$ cat config.mk
export PLATFORM = sky130hd
export DESIGN_NAME = wrt_div
export DESIGN_NICKNAME = d
export VERILOG_FILES = /design/src/rtl/wrt_pkg.sv /design/src/rtl/wrt_div.sv
export SDC_FILE = /design/constraint.sdc
export NUM_CORES = 1
export LEC_CHECK = 0
export BUFFER_PORTS_ARGS = -buffer_cell sky130_fd_sc_hd__buf_2
export CORE_MARGIN = 2
export CORE_UTILIZATION = 50
export CTS_CLUSTER_DIAMETER = 120
export DETAILED_ROUTE_END_ITERATION = 10
export HOLD_SLACK_MARGIN = 0.03
export PLACE_DENSITY = 0.72
export SLEW_MARGIN = 20
export SYNTH_ARGS = -nofsm -noshare
export SYNTH_HDL_FRONTEND = slang
export SYNTH_SLANG_ARGS = --single-unit
$ cat constraint.sdc
create_clock -name clk_i -period 4.5 [get_ports clk_i]
set_clock_uncertainty 0.1 [all_clocks]
set_input_delay 0.9 -clock clk_i [delete_from_list [all_inputs] [get_ports clk_i]]
set_output_delay 0.9 -clock clk_i [all_outputs]
set_load 0.01 [all_outputs]
$ cat src/rtl/wrt_pkg.sv
// shared types and constants of the windowed rate throttler
// used by every module under rtl; depends on nothing else
package wrt_pkg;

  // defaults of the top-level parameters
  localparam int unsigned RING_DEPTH_DEF  = 256;
  localparam int unsigned STALE_LIMIT_DEF = 1000000;

  // batch cap in whole packets and in Q14.16
  localparam int unsigned BATCH_CAP   = 10000;
  localparam int unsigned BATCH_W     = 30;
  localparam logic [BATCH_W-1:0] BATCH_ONE = BATCH_W'(65536);
  localparam logic [31:0] BATCH_CAP_Q = 32'(BATCH_CAP) << 16;
  localparam logic [31:0] SHRINK_Q16  = 32'd65470;
  localparam logic [31:0] GROW_Q16    = 32'd65864;

  // rate limit register, unsigned Q32.8
  localparam int unsigned RATE_LIMIT_W = 40;
  localparam logic [RATE_LIMIT_W-1:0] RATE_LIMIT_RST = RATE_LIMIT_W'(256000);

  // apb register map: 64-bit registers at 8-byte spacing
  localparam int unsigned APB_ADDR_W  = 4;
  localparam int unsigned APB_DATA_W  = 64;
  localparam int unsigned REG_IDX_LSB = 3;
  localparam logic [APB_ADDR_W-REG_IDX_LSB-1:0] REG_RATE_LIMIT = '0;

  // arithmetic constants
  localparam int unsigned USEC_W       = 20;   // width of one million
  localparam logic [31:0] USEC_PER_SEC = 32'd1000000;
  localparam int unsigned WAIT_W       = 17;
  localparam logic [31:0] WAIT_SCALE   = 32'd100000;
  localparam logic [WAIT_W-1:0] WAIT_MAX = WAIT_W'(100000);

  // shared multiplier: wide operand by one 32-bit operand, chunk by chunk
  localparam int unsigned MUL_A_W = 96;
  localparam int unsigned MUL_B_W = 32;
  localparam int unsigned MUL_P_W = 128;

  // shared divider: quotient bits and step counter
  localparam int unsigned DIV_Q_W    = 32;
  localparam int unsigned DIV_STEP_W = 6;

  typedef enum logic [1:0] {
    ACT_SEND  = 2'd0,
    ACT_WAIT  = 2'd1,
    ACT_STALE = 2'd2
  } action_e;

  typedef struct packed {
    logic [63:0] now_us;
    logic [63:0] sent_total;
  } in_item_t;

  typedef struct packed {
    action_e     action;
    logic [13:0] batch_count;
    logic [16:0] wait_us;
    logic [31:0] measured_rate;
  } out_item_t;

endpackage

$ cat src/rtl/wrt_div.sv
// restoring divider, one quotient bit per cycle
// caller supplies the partial remainder below the divisor; depends on wrt_pkg
module wrt_div import wrt_pkg::*; #(
  parameter int unsigned REM_W = 60
) (
  input  logic                  clk_i,
  input  logic                  rst_ni,
  input  logic                  start_i,
  input  logic [REM_W-1:0]      rem_i,
  input  logic [DIV_Q_W-1:0]    num_i,
  input  logic [REM_W-1:0]      den_i,
  input  logic [DIV_STEP_W-1:0] steps_i,
  output logic                  busy_o,
  output logic [DIV_Q_W-1:0]    quo_o
);

  logic [REM_W-1:0]      rem_q;
  logic [DIV_Q_W-1:0]    num_q;
  logic [REM_W-1:0]      den_q;
  logic [DIV_Q_W-1:0]    quo_q;
  logic [DIV_STEP_W-1:0] cnt_q;
  logic                  busy_q;

  logic [REM_W:0] trial;
  logic [REM_W:0] diff;
  logic           ge;

  // one trial subtraction
  always_comb begin
    trial = {rem_q, num_q[DIV_Q_W-1]};
    ge    = (trial >= {1'b0, den_q});
    diff  = trial - {1'b0, den_q};
  end

  // step counter
  always_ff @(posedge clk_i or negedge rst_ni) begin
    if (!rst_ni) begin
      busy_q <= 1'b0;
      cnt_q  <= '0;
    end else if (start_i) begin
      busy_q <= (steps_i != '0);
      cnt_q  <= steps_i;
    end else if (busy_q) begin
      cnt_q <= cnt_q - 1'b1;
      if (cnt_q == DIV_STEP_W'(1)) begin
        busy_q <= 1'b0;
      end
    end
  end

  // remainder and quotient shift
  always_ff @(posedge clk_i) begin
    if (start_i) begin
      rem_q <= rem_i;
      num_q <= num_i;
      den_q <= den_i;
      quo_q <= '0;
    end else if (busy_q) begin
      rem_q <= ge ? diff[REM_W-1:0] : trial[REM_W-1:0];
      num_q <= num_q << 1;
      quo_q <= {quo_q[DIV_Q_W-2:0], ge};
    end
  end

  assign busy_o = busy_q;
  assign quo_o  = quo_q;

endmodule

== After elaboration in Yosys (flattened, before gate mapping) ==
Index checks and enable logic that the tools add are counted.

* Reduce and logical (&&, ||, !) cells: 2
* Magnitude comparators: 1
* Bitwise logic cells: 0
* Multiply operators: 0
* Equal/unequal tests: 1
* Muxes and demuxes: 10
* Add/subtract/negate cells: 2
* Shift operators: 0
* Div/mod/pow operators: 0

{| class="wikitable"
|+ Operators by type and width
! cell !! number
|-
| $mux W60 || 3
|-
| $mux W32 || 2
|-
| $ge A61 B60 Y1 || 1
|-
| $sub A60 B60 Y60 || 1
|-
| $mux W6 || 2
|-
| $eq A6 B1 Y1 const B || 1
|-
| $reduce_bool A6 Y1 || 1
|-
| $sub A6 B1 Y6 const B || 1
|-
| $mux W1 || 3
|-
| $reduce_bool A2 Y1 || 1
|}

* Word-level logic and storage cells: 22
* Input bits: 161
* Memories kept: 0
* ROM bits: 0
* Memory bits (writable): 0
* Bits in latches: 0
* Register bits: 191

== Depth between registers and ports, before layout ==
* Depth in word-level cells: 4
* Gate-level depth with buffers: 15

== Worst setup path before layout ==
OpenSTA, ideal clock, no wires.

* Path kind: input -> register
* Start point: in start_i
* End point: reg num_q[0], enable pin
* Arrival: 2.931 ns
* Required time: 3.989 ns
* Stages: 4
* Setup time: 0.411 ns
* Buffers on the path: 3
* Setup slack: 1.058 ns
* Cell sequence: clkbuf_1 -> clkbuf_1 -> buf_1 -> or2_2

* Longest elaborated chain between the ends: 1

{| class="wikitable"
|+ Ends and longest elaborated chain
! element !! RTL line !! source
|-
| start, declared || wrt_div.sv:8 || <nowiki>input logic start_i,</nowiki>
|-
| $reduce_bool A2 Y1 (no line) || -- ||
|-
| end signal, assigned || wrt_div.sv:55 || <nowiki>num_q <= num_i;</nowiki>
|-
| end signal, assigned || wrt_div.sv:60 || <nowiki>num_q <= num_q << 1;</nowiki>
|-
| end, declared || wrt_div.sv:18 || <nowiki>logic [DIV_Q_W-1:0] num_q;</nowiki>
|}

Every way passes these cells.
A chain may end at the register's enable or synchronous reset.

== Worst setup path in the final report ==
* Start point: reg num_q[31]
* End point: reg rem_q[58], data pin

* Longest elaborated chain between the ends: 4
* Elaborated cells between the ends (all ways): 5
* Those cells by class: add/sub: 1; order compare: 1; mux: 3

{| class="wikitable"
|+ Ends and longest elaborated chain
! element !! RTL line !! source
|-
| $sub A60 B60 Y60 or $ge A61 B60 Y1 (tied branches) || wrt_div.sv:32, wrt_div.sv:31 ||
|-
| $mux W60 (*) || wrt_div.sv:59 || <nowiki>rem_q <= ge ? diff[REM_W-1:0] : trial[REM_W-1:0];</nowiki>
|-
| $mux W60 (*) || wrt_div.sv:58 || <nowiki>end else if (busy_q) begin</nowiki>
|-
| $mux W60 (*) || wrt_div.sv:53 || <nowiki>if (start_i) begin</nowiki>
|-
| end signal, assigned || wrt_div.sv:54 || <nowiki>rem_q <= rem_i;</nowiki>
|-
| end signal, assigned || wrt_div.sv:59 ||
|-
| end, declared || wrt_div.sv:17 || <nowiki>logic [REM_W-1:0] rem_q;</nowiki>
|}

Every way passes the cells marked *; elsewhere a longest branch is shown, timed or not. The select of a mux whose other input is x is not followed.

==> results.sh <==
export IMPL_gr_usage_all_layers_pct=22.30
export IMPL_synth_commonest_cells="edfxtp_1 (152), a21oi_1 (131), nor2_1 (106), nand2_1 (80), inv_1 (78)"
export IMPL_syn2layout_area_growth_pct=15.45
export IMPL_drc_errors=0
export IMPL_routabilityCongestion=0.8956
export IMPL_p_clk_share_pct=18.4
export IMPL_numCtsBuffers=17
export IMPL_finalCritPeriodShare_pct=82.35
export IMPL_p_switching_mw=3.608
export IMPL_total_power_mw=8.670
export IMPL_crit_required_ns=4.60
export IMPL_max_slew_worst_pin_slew_ns=0.7545
export IMPL_dp_hpwl_mm=19.68
export IMPL_cp_arrival_ns=3.81
export IMPL_pre_cts_ws_ns=0.8368
export IMPL_num_vias=9063
export IMPL_stdcell_area_um2=13500
export IMPL_startpoint_type="register"
export IMPL_seq_area_frac_synth_pct=46.02
export IMPL_synth_area_leaders="edfxtp_1 (39%), mux2_2 (6.8%), ha_1 (6.6%)"
export IMPL_gr_total_overflow=0
export IMPL_cts_sinks=191
export IMPL_routed_via_density=5.506
export IMPL_synthArstFlopShare_pct=3.665
export IMPL_cts_resized_gates=0
export IMPL_netlist_area_um2=11690
export IMPL_start_util_pct=51.33
export IMPL_core_area_um2=22780
export IMPL_post_route_util_pct=59.26
export IMPL_synth_fp_nets=1384
export IMPL_grt_max_degree=121
export IMPL_cts_buffer_depth=2
export IMPL_slew_headroom_pct=49.70
export IMPL_yosysTopAreaCellShare_pct=39.04
export IMPL_ys_warn_count=0
export IMPL_pwr_share_comb_pct=51.4
export IMPL_design_die_area_um2=24620
export IMPL_hold_viol=0
export IMPL_cts_root_buf="clkbuf_16"
export IMPL_drt_iter0_markers=634
export IMPL_die_w_um=156.9
export IMPL_drt_pass1_iterations=5
export IMPL_grt_pass1_wl_mm=43.28
export IMPL_port_buffers=193
export IMPL_yosysTopAreaCell="edfxtp_1"
export IMPL_insertion_delay_ns=0.45
export IMPL_max_freq_mhz=269.9
export IMPL_antenna_left=0
export IMPL_rows=55
export IMPL_synth_top_family_by_area="compound AO/OA/AOI/OAI gates"
export IMPL_postCtsSetupRepairBufs=0
export IMPL_yosys_area_share_xor_xnor_pct=4.195
export IMPL_synth_compound_area_share_pct=15.27
export IMPL_path_class="reg2reg"
export IMPL_synth_adder_area_share_pct=6.807
export IMPL_drv_slew=0
export IMPL_synth_most_common_cell="edfxtp_1"
export IMPL_rsz0062_at_grt="no"
export IMPL_drive_gt1_share_pct=23.89
export IMPL_intPower_mw=5.063
export IMPL_crit_chain="inv_1, ha_1, inv_1, fa_1, a211oi_1, o21ai_0, o21a_1, a21oi_1, o31a_1, o211ai_2, o2bb2ai_1, a21oi_1, mux2i_1, a211o_1"
export IMPL_seqPwrFrac_pct=30.2
export IMPL_wl_per_cell_um=16.46
export IMPL_end_kind="register"
export IMPL_stdcell_count=1646
export IMPL_worstHoldPathType="in2async"
export IMPL_max_stage_delay_ns=0.42
export IMPL_ios=194
export IMPL_cts_hold_buf=0
export IMPL_swShare_pct=41.61
export IMPL_grt_pass1_vias=8777
export IMPL_p_leak_nw=5.840
export IMPL_power_per_cell_area_nw_per_um2=642.4
export IMPL_fin_nets=1542
export IMPL_hold_slack_ns=0.1687
export IMPL_die_height_um=156.9
export IMPL_drt_wl_total_mm=27.10
export IMPL_cp_max_fo=4
export IMPL_path_clk_slew_ns=0.09
export IMPL_finalSetupTns_ns=0
export IMPL_ctsHtreeMaxLevel=4
export IMPL_syn_area_per_cell_um2=10.08
export IMPL_outcome="finished clean"
export IMPL_setup_ws_ns=0.7942
export IMPL_ys_ff_latch=191
export IMPL_cts_tree="done"
export IMPL_setup_viol=0
export IMPL_ys_types=73
export IMPL_cp_slowest_cell="fa_1"
export IMPL_peakVddDrop_mv=0.3092
export IMPL_synth_enable_flop_cells=152
export IMPL_antenna_found_initial=4
export IMPL_dpl_cell_area_um2=12870
export IMPL_synth_cells=1160
export IMPL_min_period_ns=3.706
export IMPL_dpl_cell_count=1612
export IMPL_yosys_area_share_simple_pct=12.71
export IMPL_synth_mux_area_share_pct=10.09
export IMPL_maxCapViolCount=0
export IMPL_synth_ff_type="edfxtp_1"
==> kinds of logic (layout without fill, tap and decap cells) <==
kind of cell / count (synthesis) / count (layout)
AOI/OAI and AO/OA: 296 / 296
xor gates and xnor gates: 56 / 56
adders and majority gates: 63 / 63
buffers and inverters: 139 / 310
DFF: 191 / 191
muxes: 109 / 109
other: 0 / 2
and+or+nand+nor: 306 / 306
==> critical path, delay by kind of cell, from the launching register on <==
family          cells  cell delay, ns
compound gates      9            2.12
fa+ha+maj           2            0.58
buf+inv             2            0.13
flops               1            0.39
mux                 1            0.14
==> registers in the layout, indices dropped and copies added, names as in the netlist <==
register and flops:
busy_o 1, cnt_q 6, den_q 60, num_q 32, quo_o 32, rem_q 60
==> layout make-up <==
type | instances | area (um^2)
flip-flops and latches | 191 | 5381
multi-input cells | 830 | 5752
clock inverters | 15 | 197.7
inverters | 78 | 292.8
fillers | 1975 | 9280
diodes | 2 | 5.005
well taps | 313 | 391.6
clock buffers | 17 | 425.4
repair buffers | 200 | 1052
==> worst paths after layout <==
kind                                          end  slack (ns)  depth (start not counted)                   start
max                           rem_q[58]$_DFFE_PP_        0.79                         14     num_q[31]$_DFFE_PP_
min                          cnt_q[1]$_DFFE_PN0P_        0.17                          1                  rst_ni
max reg2reg                   rem_q[58]$_DFFE_PP_        0.79                         14     num_q[31]$_DFFE_PP_
min reg2reg                quo_o[31]$_SDFFE_PP0P_        0.40                          2  quo_o[31]$_SDFFE_PP0P_
max in group asynchronous        busy_o$_DFF_PN0_        3.95                          1                  rst_ni
min in group clk_i         quo_o[31]$_SDFFE_PP0P_        0.40                          2  quo_o[31]$_SDFFE_PP0P_
==> routing by layer <==
metal	vias up	share of wire, %	GRT usage, %
met4	4	1.6	6.247
met5	-	0.10	0
met3	38	7.5	6.993
li1	4519	-	-
met2	269	46	35.48
met1	4233	45	29.44
==> power groups by stage <==
stage | Sequential, mW | Combinational, mW | Clock (mW)
floorplan | 2.59 | 3.48 | 0
global placement | 2.63 | 4.31 | 0
detailed placement | 2.65 | 4.37 | 0
CTS | 2.62 | 4.41 | 1.62
global route | 2.66 | 4.95 | 1.68
finish | 2.62 | 4.46 | 1.59
==> cells in the final DEF (no fill, tap or decap), drive strengths merged, types with 38 or more instances in the layout <==
master,Yosys,layout
buf,42,199
edfxtp,152,152
a21oi,132,132
nor2,106,106
inv,78,89
nand2,81,81
mux2,71,71
o21ai,63,63
ha,62,62
mux2i,38,38
xnor2,38,38
Note: power is estimated with default switching activity, not from simulation.
